## src/design/ppsc_pkg.sv

```systemverilog
// Package for the pure-pursuit steering core: widths, register indexes,
// the arctangent table used by the angle iterations, and small helpers.
// Depends on nothing.
`timescale 1ns / 1ps
package ppsc_pkg;

   localparam int COORD_WIDTH  = 24;
   localparam int PROD_WIDTH   = 2 * COORD_WIDTH;
   localparam int BISECT_STEPS = COORD_WIDTH + 2;
   localparam int CORDIC_STEPS = 23;
   localparam int CNT_WIDTH    = 5;
   localparam int ANGLE_WIDTH  = 25;
   localparam int DEG90_Q16    = 5898240;

   localparam logic [2:0] CSR_LOOKAHEAD = 3'd0;
   localparam logic [2:0] CSR_WHEELBASE = 3'd1;
   localparam logic [2:0] CSR_MAX_TURN  = 3'd2;
   localparam logic [2:0] CSR_OFFSET    = 3'd3;
   localparam logic [2:0] CSR_SPEED     = 3'd4;

   localparam logic [1:0] CASE_CROSSING = 2'd0;
   localparam logic [1:0] CASE_FIRST    = 2'd1;
   localparam logic [1:0] CASE_LAST     = 2'd2;

   typedef logic signed [COORD_WIDTH-1:0] coord_type;
   typedef logic [PROD_WIDTH-1:0] prod_type;

   // Magnitude of a signed coordinate; the most negative value maps to 2^(W-1).
   function automatic logic [COORD_WIDTH-1:0] coord_mag(input coord_type v);
      coord_type neg;
      neg = -v;
      return v[COORD_WIDTH-1] ? neg : v;
   endfunction

   // Arctangent of 2^-i in degrees, Q16.
   function automatic logic [22:0] atan_deg(input logic [CNT_WIDTH-1:0] i);
      logic [22:0] r;
      case (i)
         5'd0:  r = 23'd2949120;
         5'd1:  r = 23'd1740967;
         5'd2:  r = 23'd919879;
         5'd3:  r = 23'd466945;
         5'd4:  r = 23'd234379;
         5'd5:  r = 23'd117304;
         5'd6:  r = 23'd58666;
         5'd7:  r = 23'd29335;
         5'd8:  r = 23'd14668;
         5'd9:  r = 23'd7334;
         5'd10: r = 23'd3667;
         5'd11: r = 23'd1833;
         5'd12: r = 23'd917;
         5'd13: r = 23'd458;
         5'd14: r = 23'd229;
         5'd15: r = 23'd115;
         5'd16: r = 23'd57;
         5'd17: r = 23'd29;
         5'd18: r = 23'd14;
         5'd19: r = 23'd7;
         5'd20: r = 23'd4;
         5'd21: r = 23'd2;
         5'd22: r = 23'd1;
         default: r = 23'd0;
      endcase
      return r;
   endfunction

endpackage

```

## src/design/pure_pursuit_steering_core.sv

```systemverilog
// Pure-pursuit steering core. One path point per transaction, one point in flight at a time.
// A plain point runs the radius square, its own square, evaluation and finish before the core
// takes the next one. The point that first leaves the circle adds bisection (26 steps, each a
// midpoint square on the shared multiplier and an update). The last point adds squaring,
// normalization, the angle iterations and 17 divide steps, less when it saturates.
// Synchronous active-high reset restores the register defaults and plan state.
`timescale 1ns / 1ps
module pure_pursuit_steering_core (
   input  logic        clock,
   input  logic        reset,
   input  logic        req_valid,
   output logic        req_ready,
   input  logic signed [ppsc_pkg::COORD_WIDTH-1:0] req_point_x,
   input  logic signed [ppsc_pkg::COORD_WIDTH-1:0] req_point_y,
   input  logic        req_last_point,
   output logic        rsp_valid,
   input  logic        rsp_ready,
   output logic [15:0] rsp_steering_ratio,
   output logic [15:0] rsp_speed,
   output logic signed [ppsc_pkg::COORD_WIDTH-1:0] rsp_goal_x,
   output logic signed [ppsc_pkg::COORD_WIDTH-1:0] rsp_goal_y,
   output logic [1:0]  rsp_goal_case,
   input  logic        csr_valid,
   output logic        csr_ready,
   input  logic [2:0]  csr_index,
   input  logic [23:0] csr_data
);
   import ppsc_pkg::*;

   // Sequencer states. The squaring steps form a small subroutine that
   // returns to the state held in ret_ff.
   localparam logic [4:0] S_IDLE  = 5'd0;
   localparam logic [4:0] S_L2A   = 5'd1;
   localparam logic [4:0] S_L2B   = 5'd2;
   localparam logic [4:0] S_SQ0   = 5'd3;
   localparam logic [4:0] S_SQ1   = 5'd4;
   localparam logic [4:0] S_SQ2   = 5'd5;
   localparam logic [4:0] S_EVAL  = 5'd6;
   localparam logic [4:0] S_BIS   = 5'd7;
   localparam logic [4:0] S_BUPD  = 5'd8;
   localparam logic [4:0] S_FIN   = 5'd9;
   localparam logic [4:0] S_NUM   = 5'd10;
   localparam logic [4:0] S_NUM2  = 5'd11;
   localparam logic [4:0] S_NORM  = 5'd12;
   localparam logic [4:0] S_CORD  = 5'd13;
   localparam logic [4:0] S_RATIO = 5'd14;
   localparam logic [4:0] S_DIV   = 5'd15;
   localparam logic [4:0] S_DONE  = 5'd16;
   localparam logic [4:0] S_OUT   = 5'd17;

   localparam logic signed [COORD_WIDTH-1:0] CMAX = {1'b0, {(COORD_WIDTH-1){1'b1}}};
   localparam logic signed [COORD_WIDTH-1:0] CMIN = {1'b1, {(COORD_WIDTH-1){1'b0}}};

   // Configuration registers.
   logic [22:0] rad_ff, wb_ff;
   logic [14:0] mt_ff;
   logic [23:0] off_ff;
   logic [15:0] spd_ff;

   // Sequencer and datapath registers.
   logic [4:0] state_ff, state_in, ret_ff, ret_in;
   coord_type cx_ff, cx_in, cy_ff, cy_in;
   logic last_ff, last_in;
   prod_type l2_ff, l2_in, acc_ff, acc_in;
   coord_type opa_ff, opa_in, opb_ff, opb_in;
   logic awaiting_ff, awaiting_in, fout_ff, fout_in, found_ff, found_in;
   logic cur_in_ff, cur_in_in;
   coord_type fgx_ff, fgx_in, fgy_ff, fgy_in, px_ff, px_in, py_ff, py_in;
   coord_type crx_ff, crx_in, cry_ff, cry_in;
   coord_type ax_ff, ax_in, ay_ff, ay_in, bx_ff, bx_in, by_ff, by_in;
   logic [CNT_WIDTH-1:0] cnt_ff, cnt_in;
   coord_type gx_ff, gx_in, gy_ff, gy_in;
   logic [1:0] gcase_ff, gcase_in;
   prod_type den_ff, den_in, num_ff, num_in;
   logic signed [32:0] cox_ff, cox_in, coy_ff, coy_in;
   logic signed [ANGLE_WIDTH-1:0] z_ff, z_in;
   logic [40:0] rem_ff, rem_in, dsh_ff, dsh_in;
   logic [16:0] q_ff, q_in;
   logic [15:0] res_ff, res_in;

   // Output registers.
   logic rv_ff, rv_in;
   logic [15:0] o_ratio_ff, o_ratio_in, o_speed_ff, o_speed_in;
   coord_type o_gx_ff, o_gx_in, o_gy_ff, o_gy_in;
   logic [1:0] o_case_ff, o_case_in;

   // Shared multiplier.
   logic [COORD_WIDTH-1:0] mul_a, mul_b;
   prod_type prod;

   // Combinational helpers.
   logic signed [COORD_WIDTH:0] xsum, midx_s, midy_s;
   coord_type xsat, midx, midy, selx, sely;
   logic [1:0] selcase;
   logic in_circle;
   logic signed [32:0] xs, ys;
   logic signed [ANGLE_WIDTH-1:0] zclamp, step_ang;
   logic [22:0] m16;
   logic signed [25:0] nval;
   logic [23:0] div2m;

   ppsc_mult u_mult (
      .clock (clock),
      .mul_a (mul_a),
      .mul_b (mul_b),
      .prod  (prod)
   );

   assign req_ready = (state_ff == S_IDLE);
   assign csr_ready = 1'b1;

   // Rear-axle x: lidar x plus the sensor offset, saturated to the coordinate range.
   assign xsum = {req_point_x[COORD_WIDTH-1], req_point_x} + {off_ff[23], off_ff};
   assign xsat = (xsum[COORD_WIDTH] != xsum[COORD_WIDTH-1]) ?
                 (xsum[COORD_WIDTH] ? CMIN : CMAX) : xsum[COORD_WIDTH-1:0];

   // Bisection midpoint: floor of half the sum on each axis.
   assign midx_s = {ax_ff[COORD_WIDTH-1], ax_ff} + {bx_ff[COORD_WIDTH-1], bx_ff};
   assign midy_s = {ay_ff[COORD_WIDTH-1], ay_ff} + {by_ff[COORD_WIDTH-1], by_ff};
   assign midx = midx_s[COORD_WIDTH:1];
   assign midy = midy_s[COORD_WIDTH:1];

   assign in_circle = (acc_ff <= l2_ff);

   // Goal choice at the end of a plan.
   always_comb begin
      if (fout_ff) begin
         selx = fgx_ff; sely = fgy_ff; selcase = CASE_FIRST;
      end else if (cur_in_ff) begin
         selx = cx_ff; sely = cy_ff; selcase = CASE_LAST;
      end else begin
         selx = crx_ff; sely = cry_ff; selcase = CASE_CROSSING;
      end
   end

   assign xs = cox_ff >>> cnt_ff;
   assign ys = coy_ff >>> cnt_ff;
   assign step_ang = {2'b00, atan_deg(cnt_ff)};
   assign zclamp = z_ff[ANGLE_WIDTH-1] ? '0 :
                   ((z_ff > ANGLE_WIDTH'(DEG90_Q16)) ? ANGLE_WIDTH'(DEG90_Q16) : z_ff);

   assign m16 = {mt_ff, 8'd0};
   assign nval = {3'b000, m16} - {z_ff[ANGLE_WIDTH-1], z_ff};
   assign div2m = {m16, 1'b0};

   // Multiplier operand selection.
   always_comb begin
      mul_a = '0;
      mul_b = '0;
      case (state_ff)
         S_L2A: begin
            mul_a = {1'b0, rad_ff};
            mul_b = {1'b0, rad_ff};
         end
         S_SQ0: begin
            mul_a = coord_mag(opa_ff);
            mul_b = coord_mag(opa_ff);
         end
         S_SQ1: begin
            mul_a = coord_mag(opb_ff);
            mul_b = coord_mag(opb_ff);
         end
         S_NUM: begin
            mul_a = {1'b0, wb_ff};
            mul_b = coord_mag(gy_ff);
         end
         default: begin
            mul_a = '0;
            mul_b = '0;
         end
      endcase
   end

   // Sequencer.
   always_comb begin
      state_in = state_ff; ret_in = ret_ff;
      cx_in = cx_ff; cy_in = cy_ff; last_in = last_ff;
      l2_in = l2_ff; acc_in = acc_ff; opa_in = opa_ff; opb_in = opb_ff;
      awaiting_in = awaiting_ff; fout_in = fout_ff; found_in = found_ff;
      cur_in_in = cur_in_ff;
      fgx_in = fgx_ff; fgy_in = fgy_ff; px_in = px_ff; py_in = py_ff;
      crx_in = crx_ff; cry_in = cry_ff;
      ax_in = ax_ff; ay_in = ay_ff; bx_in = bx_ff; by_in = by_ff;
      cnt_in = cnt_ff; gx_in = gx_ff; gy_in = gy_ff; gcase_in = gcase_ff;
      den_in = den_ff; num_in = num_ff; cox_in = cox_ff; coy_in = coy_ff;
      z_in = z_ff; rem_in = rem_ff; dsh_in = dsh_ff; q_in = q_ff; res_in = res_ff;
      rv_in = rv_ff && !rsp_ready;
      o_ratio_in = o_ratio_ff; o_speed_in = o_speed_ff;
      o_gx_in = o_gx_ff; o_gy_in = o_gy_ff; o_case_in = o_case_ff;

      unique case (state_ff)
         S_IDLE: begin
            if (req_valid) begin
               cx_in = xsat; cy_in = req_point_y; last_in = req_last_point;
               opa_in = xsat; opb_in = req_point_y;
               state_in = S_L2A;
            end
         end
         S_L2A: state_in = S_L2B;
         S_L2B: begin
            l2_in = prod;
            ret_in = S_EVAL;
            state_in = S_SQ0;
         end
         S_SQ0: state_in = S_SQ1;
         S_SQ1: begin
            acc_in = prod;
            state_in = S_SQ2;
         end
         S_SQ2: begin
            acc_in = acc_ff + prod;
            state_in = ret_ff;
         end
         S_EVAL: begin
            cur_in_in = in_circle;
            px_in = cx_ff; py_in = cy_ff;
            state_in = S_FIN;
            if (awaiting_ff) begin
               awaiting_in = 1'b0;
               fout_in = (acc_ff >= l2_ff);
               found_in = 1'b0;
               fgx_in = cx_ff; fgy_in = cy_ff;
            end else if (!fout_ff && !found_ff && !in_circle) begin
               ax_in = px_ff; ay_in = py_ff; bx_in = cx_ff; by_in = cy_ff;
               cnt_in = '0;
               state_in = S_BIS;
            end
         end
         S_BIS: begin
            opa_in = midx; opb_in = midy;
            ret_in = S_BUPD;
            state_in = S_SQ0;
         end
         S_BUPD: begin
            if (in_circle) begin
               ax_in = opa_ff; ay_in = opb_ff;
            end else begin
               bx_in = opa_ff; by_in = opb_ff;
            end
            if (cnt_ff == CNT_WIDTH'(BISECT_STEPS - 1)) begin
               crx_in = in_circle ? opa_ff : ax_ff;
               cry_in = in_circle ? opb_ff : ay_ff;
               found_in = 1'b1;
               state_in = S_FIN;
            end else begin
               cnt_in = cnt_ff + 1'b1;
               state_in = S_BIS;
            end
         end
         S_FIN: begin
            if (!last_ff) begin
               state_in = S_IDLE;
            end else begin
               gx_in = selx; gy_in = sely; gcase_in = selcase;
               opa_in = selx; opb_in = sely;
               awaiting_in = 1'b1; fout_in = 1'b0; found_in = 1'b0;
               ret_in = S_NUM;
               state_in = S_SQ0;
            end
         end
         S_NUM: begin
            den_in = acc_ff;
            state_in = S_NUM2;
         end
         S_NUM2: begin
            num_in = {prod[PROD_WIDTH-2:0], 1'b0};
            state_in = S_NORM;
         end
         S_NORM: begin
            if (den_ff == '0 || num_ff == '0) begin
               z_in = '0;
               state_in = S_RATIO;
            end else if (num_ff[PROD_WIDTH-1:30] != '0 || den_ff[PROD_WIDTH-1:30] != '0) begin
               num_in = num_ff >> 1;
               den_in = den_ff >> 1;
            end else if (!num_ff[29] && !den_ff[29]) begin
               num_in = num_ff << 1;
               den_in = den_ff << 1;
            end else begin
               cox_in = {3'b000, den_ff[29:0]};
               coy_in = {3'b000, num_ff[29:0]};
               z_in = '0;
               cnt_in = '0;
               state_in = S_CORD;
            end
         end
         S_CORD: begin
            if (coy_ff == '0 || cnt_ff == CNT_WIDTH'(CORDIC_STEPS)) begin
               z_in = gy_ff[COORD_WIDTH-1] ? -zclamp : zclamp;
               state_in = S_RATIO;
            end else begin
               if (!coy_ff[32]) begin
                  cox_in = cox_ff + ys;
                  coy_in = coy_ff - xs;
                  z_in = z_ff + step_ang;
               end else begin
                  cox_in = cox_ff - ys;
                  coy_in = coy_ff + xs;
                  z_in = z_ff - step_ang;
               end
               cnt_in = cnt_ff + 1'b1;
            end
         end
         S_RATIO: begin
            state_in = S_OUT;
            if (m16 == '0) begin
               if (z_ff > 0) res_in = 16'd0;
               else if (z_ff < 0) res_in = 16'hFFFF;
               else res_in = 16'h8000;
            end else if (nval <= 0) begin
               res_in = 16'd0;
            end else if (nval >= $signed({2'b00, div2m})) begin
               res_in = 16'hFFFF;
            end else begin
               // Rounded quotient (n * 2^16 + M) / (2M) by restoring division.
               rem_in = {1'b0, nval[23:0], 16'd0} + {18'd0, m16};
               dsh_in = {1'b0, div2m, 16'd0};
               q_in = '0;
               cnt_in = '0;
               state_in = S_DIV;
            end
         end
         S_DIV: begin
            if (rem_ff >= dsh_ff) begin
               rem_in = rem_ff - dsh_ff;
               q_in = {q_ff[15:0], 1'b1};
            end else begin
               q_in = {q_ff[15:0], 1'b0};
            end
            dsh_in = dsh_ff >> 1;
            cnt_in = cnt_ff + 1'b1;
            if (cnt_ff == CNT_WIDTH'(16)) state_in = S_DONE;
         end
         S_DONE: begin
            res_in = q_ff[16] ? 16'hFFFF : q_ff[15:0];
            state_in = S_OUT;
         end
         S_OUT: begin
            // The output register frees the sequencer once the slot is open.
            if (!rv_ff || rsp_ready) begin
               rv_in = 1'b1;
               o_ratio_in = res_ff;
               o_speed_in = spd_ff;
               o_gx_in = gx_ff;
               o_gy_in = gy_ff;
               o_case_in = gcase_ff;
               state_in = S_IDLE;
            end
         end
         default: state_in = S_IDLE;
      endcase
   end

   // Control state and configuration registers.
   always_ff @(posedge clock) begin
      if (reset) begin
         state_ff <= S_IDLE;
         awaiting_ff <= 1'b1;
         fout_ff <= 1'b0;
         found_ff <= 1'b0;
         rv_ff <= 1'b0;
         rad_ff <= 23'd65536;
         wb_ff <= 23'd21299;
         mt_ff <= 15'd8704;
         off_ff <= 24'd0;
         spd_ff <= 16'd13107;
      end else begin
         state_ff <= state_in;
         awaiting_ff <= awaiting_in;
         fout_ff <= fout_in;
         found_ff <= found_in;
         rv_ff <= rv_in;
         if (csr_valid) begin
            unique case (csr_index)
               CSR_LOOKAHEAD: rad_ff <= csr_data[22:0];
               CSR_WHEELBASE: wb_ff <= csr_data[22:0];
               CSR_MAX_TURN:  mt_ff <= csr_data[14:0];
               CSR_OFFSET:    off_ff <= csr_data;
               CSR_SPEED:     spd_ff <= csr_data[15:0];
               default: ;
            endcase
         end
      end
   end

   // Datapath registers.
   always_ff @(posedge clock) begin
      ret_ff <= ret_in;
      cx_ff <= cx_in; cy_ff <= cy_in; last_ff <= last_in;
      l2_ff <= l2_in; acc_ff <= acc_in; opa_ff <= opa_in; opb_ff <= opb_in;
      cur_in_ff <= cur_in_in;
      fgx_ff <= fgx_in; fgy_ff <= fgy_in; px_ff <= px_in; py_ff <= py_in;
      crx_ff <= crx_in; cry_ff <= cry_in;
      ax_ff <= ax_in; ay_ff <= ay_in; bx_ff <= bx_in; by_ff <= by_in;
      cnt_ff <= cnt_in; gx_ff <= gx_in; gy_ff <= gy_in; gcase_ff <= gcase_in;
      den_ff <= den_in; num_ff <= num_in; cox_ff <= cox_in; coy_ff <= coy_in;
      z_ff <= z_in; rem_ff <= rem_in; dsh_ff <= dsh_in; q_ff <= q_in; res_ff <= res_in;
      o_ratio_ff <= o_ratio_in; o_speed_ff <= o_speed_in;
      o_gx_ff <= o_gx_in; o_gy_ff <= o_gy_in; o_case_ff <= o_case_in;
   end

   assign rsp_valid = rv_ff;
   assign rsp_steering_ratio = o_ratio_ff;
   assign rsp_speed = o_speed_ff;
   assign rsp_goal_x = o_gx_ff;
   assign rsp_goal_y = o_gy_ff;
   assign rsp_goal_case = o_case_ff;

endmodule

```

## src/design/ppsc_mult.sv

```systemverilog
// Shared unsigned multiplier with a registered product.
// Depends on ppsc_pkg.
`timescale 1ns / 1ps
module ppsc_mult (
   input  logic                            clock,
   input  logic [ppsc_pkg::COORD_WIDTH-1:0] mul_a,
   input  logic [ppsc_pkg::COORD_WIDTH-1:0] mul_b,
   output ppsc_pkg::prod_type              prod
);
   import ppsc_pkg::*;

   prod_type prod_ff;
   prod_type prod_in;

   assign prod_in = mul_a * mul_b;

   always_ff @(posedge clock) begin
      prod_ff <= prod_in;
   end

   assign prod = prod_ff;

endmodule

```

## config.mk

```make
export PLATFORM = sky130hd
export DESIGN_NAME = pure_pursuit_steering_core
export DESIGN_NICKNAME = d
export VERILOG_FILES = /design/src/design/ppsc_pkg.sv /design/src/design/pure_pursuit_steering_core.sv /design/src/design/ppsc_mult.sv
export SDC_FILE = /design/constraint.sdc
export NUM_CORES = 2
export LEC_CHECK = 0
export ABC_AREA = 1
export BUFFER_PORTS_ARGS = -buffer_cell sky130_fd_sc_hd__buf_4
export CORE_MARGIN = 4
export CORE_UTILIZATION = 62
export DETAILED_ROUTE_END_ITERATION = 8
export PLACE_DENSITY_LB_ADDON = 0.08
export SYNTH_ARGS = -nofsm -noshare
export SYNTH_HDL_FRONTEND = slang
export SYNTH_SLANG_ARGS = --single-unit
```

## constraint.sdc

```tcl
create_clock -name clock -period 9.2 [get_ports clock]
set_clock_uncertainty 0.2 [all_clocks]
set_input_delay 1.38 -clock clock [delete_from_list [all_inputs] [get_ports clock]]
set_output_delay 1.38 -clock clock [all_outputs]
set_load 0.03 [all_outputs]
```

==> reports/metrics.cfg <==
[timing]
tightest_slew_ns = 1.14
slew_headroom_pct = 23.4
rsz0062_at_grt = yes
min_period_ns = 8.88
finalCritPeriodShare_pct = 96.6
tns_ns = 0
final-setup-viol-count = 0
fmax_mhz = 113
hold_violations = 0
drv_slew = 0

[die]
pin_count = 166
fp.dieH_um = 374
initial_core_util_pct = 62.3
dieWidth_um = 374
core_area_sq_um = 133000
rows = 134
dieArea_sq_um = 140000

[finish]
mostFrequentLayoutCell = nand2_1
n_fill_cell = 11000
drive_above_1_share_pct = 7.48
fin_cells = 12100
layout.nets = 11400
utilization_pct = 68.3
multiInputGateArea_sq_um = 46700
regArea_sq_um = 29900
syn_to_final_growth_pct = 9.60
layout_common_cells = 2324 x nand2_1, 1432 x inv_1, 895 x nor2_1, 875 x edfxtp_1, 748 x a21oi_1

[detailed_routing]
viasPerCell = 6.07
drc = 0
drtAntennaViolNets = 0
first_pass_iters = 7
drtIter0Drc = 9058
via_count = 73700
drt_wl_total_um = 266000
post_drt_wl_per_cell_um = 21.9

[worst_setup_path]
cp_slowest_stage_delay_ns = 0.56
critPathMaxFanout = 11
crit_arrival_ns = 9.33
worst_path_most_repeated_cell = inv_1
r2r_slack_ns = 0.32
cp_slowest_cell = fa_1
critical_path_class = flop to flop
end_kind = flop
worst_ep_required_time_ns = 9.65
crit_start = state_ff[3]$_SDFFE_PP0P_
reg2reg_from = state_ff[3]$_SDFFE_PP0P_
start_kind = flop
ff2ff_path_depth = 33

[synthesis]
syn-instance-count = 10100
synth_area_sq_um = 83000
postSynthAreaPerCell_sq_um = 8.19
ys_seq_area_share_pct = 36.0
ys.flop_type = edfxtp_1
synth-seq-cells = 1055
yosysWarnings = 0
synth-edff-count = 875
async_flop_share_pct = 0
synth_cell_type_count = 67

[clock_network]
cts_num_sinks = 1055
ctsLongestPathBuffers = 3
htreeDepth = 3
numCtsBuffers = 111
cts_tree = yes
clockRootBuffer = clkbuf_16
clk_latency_ns = 0.80
clkSlewWorstSetupHoldPaths_ns = 0.06
cts_hold_buf = 0

[placement]
dpl.hpwl_um = 201000
dp.cells = 11900
gp_congestion = 1.01
port_buffers = 164

[power_and_ir_drop]
clock_power_share_pct = 39.5
power_density_nw_per_um2 = 134
internal-power_mw = 8.69
leakage_nw = 40.5
ir_drop_v = 0.000185
p_total_mw = 12.2
sw_frac_of_total_pct = 29.0
power_frac_seq_pct = 45.9
power.switching_mw = 3.55
comb_power_share_pct = 14.6

[grt]
grt_max_degree = 95
grt-ovfl-total = 0
grt_pass1_vias = 71100
grt_usage_pct = 37.4
grt_pass1_wl_um = 409000
antenna_found_initial = 10

[hold_path]
hold_depth = 0
worstHoldStart = spd_ff[1]$_SDFFE_PP1P_
hold_class = flop to flop

[outcome]
status = finished, final reports clean

[run]
maxCapViolCount = 0

[worst paths after layout]
path,endpoint
worst max-delay path,u_mult.prod[45]$_DFF_P_
worst min-delay path,rsp_speed[1]$_DFFE_PP_
worst max register to register,u_mult.prod[45]$_DFF_P_
worst min register to register,rsp_speed[1]$_DFFE_PP_
[flip-flops by register name, indices dropped and copies added, names as in the netlist, 25 cells and up]
register and count:
cox_ff 33, u_mult.prod 48, rem_ff 41, den_ff 48, acc_ff 48, z_ff 25
coy_ff 33, l2_ff 48, num_ff 48, dsh_ff 40
[stage by stage]
stage          setup WS [ns]  hold slack, ns  cell area [sq um]
2_1_floorplan          0.826           0.200              83100
3_3_place_gp           0.209           0.201              86600
3_5_place_dp          0.0938           0.205              86600
4_1_cts               0.0203           0.218              90500
5_1_grt              -0.0563           0.223              91000
6_report               0.316           0.216              91000
[logic make-up after synthesis]
group / after synthesis / synth area share, %
buffers and inverters: 1825 / 8.43
AO/OA/AOI/OAI: 1953 / 12.9
multiplexers: 35 / 0.422
adder cells (fa/ha/maj): 1012 / 19.7
XOR/XNOR: 267 / 2.83
AND/OR/NAND/NOR: 3990 / 19.8
flip-flops: 1055 / 36.0
other: 2 / 0.00904
[layout make-up]
class                      instances  share of cell area (%)
timing repair buffer             348                    2.93
clock inverter                    74                   0.993
multi-input combinational       7269                    51.3
sequential                      1055                    32.8
antenna                            4                  0.0110
tap                             1768                    2.43
inverter                        1484                    6.14
clock buffer                     138                    3.33
[layer usage]
layer / track usage (%) / wire (um) / share of wire [%] / vias to the layer above
li1: - / - / - / 33700
met1: 52.4 / 107000 / 40 / 35100
met2: 57.2 / 115000 / 43 / 4121
met3: 7.15 / 30100 / 11 / 793
met4: 15.9 / 13400 / 5.0 / 0
met5: 0 / 0 / 0 / -
[Yosys cell counts, types with 5 or more instances]
cell / number / area share, %
or2_2: 61 / 0.46
a21o_1: 16 / 0.14
buf_2: 42 / 0.25
nand2_1: 2334 / 11
a211oi_1: 14 / 0.13
clkbuf_1: 247 / 1.1
nor3_1: 78 / 0.47
o31ai_1: 11 / 0.099
buf_1: 34 / 0.15
clkinv_1: 13 / 0.059
inv_1: 1443 / 6.5
o211ai_1: 53 / 0.48
buf_6: 6 / 0.081
xor2_1: 171 / 1.8
mux2i_1: 35 / 0.42
a221oi_1: 6 / 0.063
a21boi_0: 12 / 0.11
o2111ai_1: 8 / 0.084
edfxtp_1: 875 / 32
inv_2: 28 / 0.13
and3_1: 5 / 0.038
a31oi_1: 63 / 0.47
o21ai_1: 89 / 0.54
nor4_1: 47 / 0.35
fa_1: 491 / 12
nor2_2: 11 / 0.083
nor2_4: 6 / 0.081
o22ai_1: 58 / 0.44
a21oi_1: 761 / 4.6
nand3b_1: 17 / 0.15
nand4_1: 104 / 0.78
buf_4: 11 / 0.099
o21a_1: 38 / 0.34
dfxtp_1: 180 / 4.3
nand2_2: 17 / 0.13
xnor2_1: 95 / 1.0
ha_1: 521 / 7.9
o21ai_0: 729 / 4.4
o21bai_1: 20 / 0.18
nand3_1: 364 / 2.2
o221ai_1: 44 / 0.46
nor3_2: 13 / 0.16
nor2_1: 915 / 4.1
or2_1: 6 / 0.045
[critical path, delay by kind of cell (launching register included)]
kind	cells	cell delay (ns)
flops	1	0.38
simple gates	7	1.21
fa+ha+maj	8	3.66
buf+inv	8	1.28
compound gates	10	2.04
[power groups by stage]
| stage | clock network [mW] | logic [mW] | registers [mW] |
|---|---|---|---|
| after floorplan | 0 | 1.06 | 5.62 |
| after global placement | 0 | 1.65 | 5.69 |
| after detailed placement | 0 | 1.68 | 5.69 |
| after CTS | 4.87 | 1.70 | 5.60 |
| after global routing | 5.08 | 1.95 | 5.62 |
| final | 4.83 | 1.79 | 5.61 |
[repair_timing]
action | 4_1_cts | 5_1_grt
pin swaps | 0 | 10
buffers inserted | 0 | 14
gates resized for setup | 1 | 95
setup endpoints to repair | 1 | 22
(Power assumes the default switching activity.)
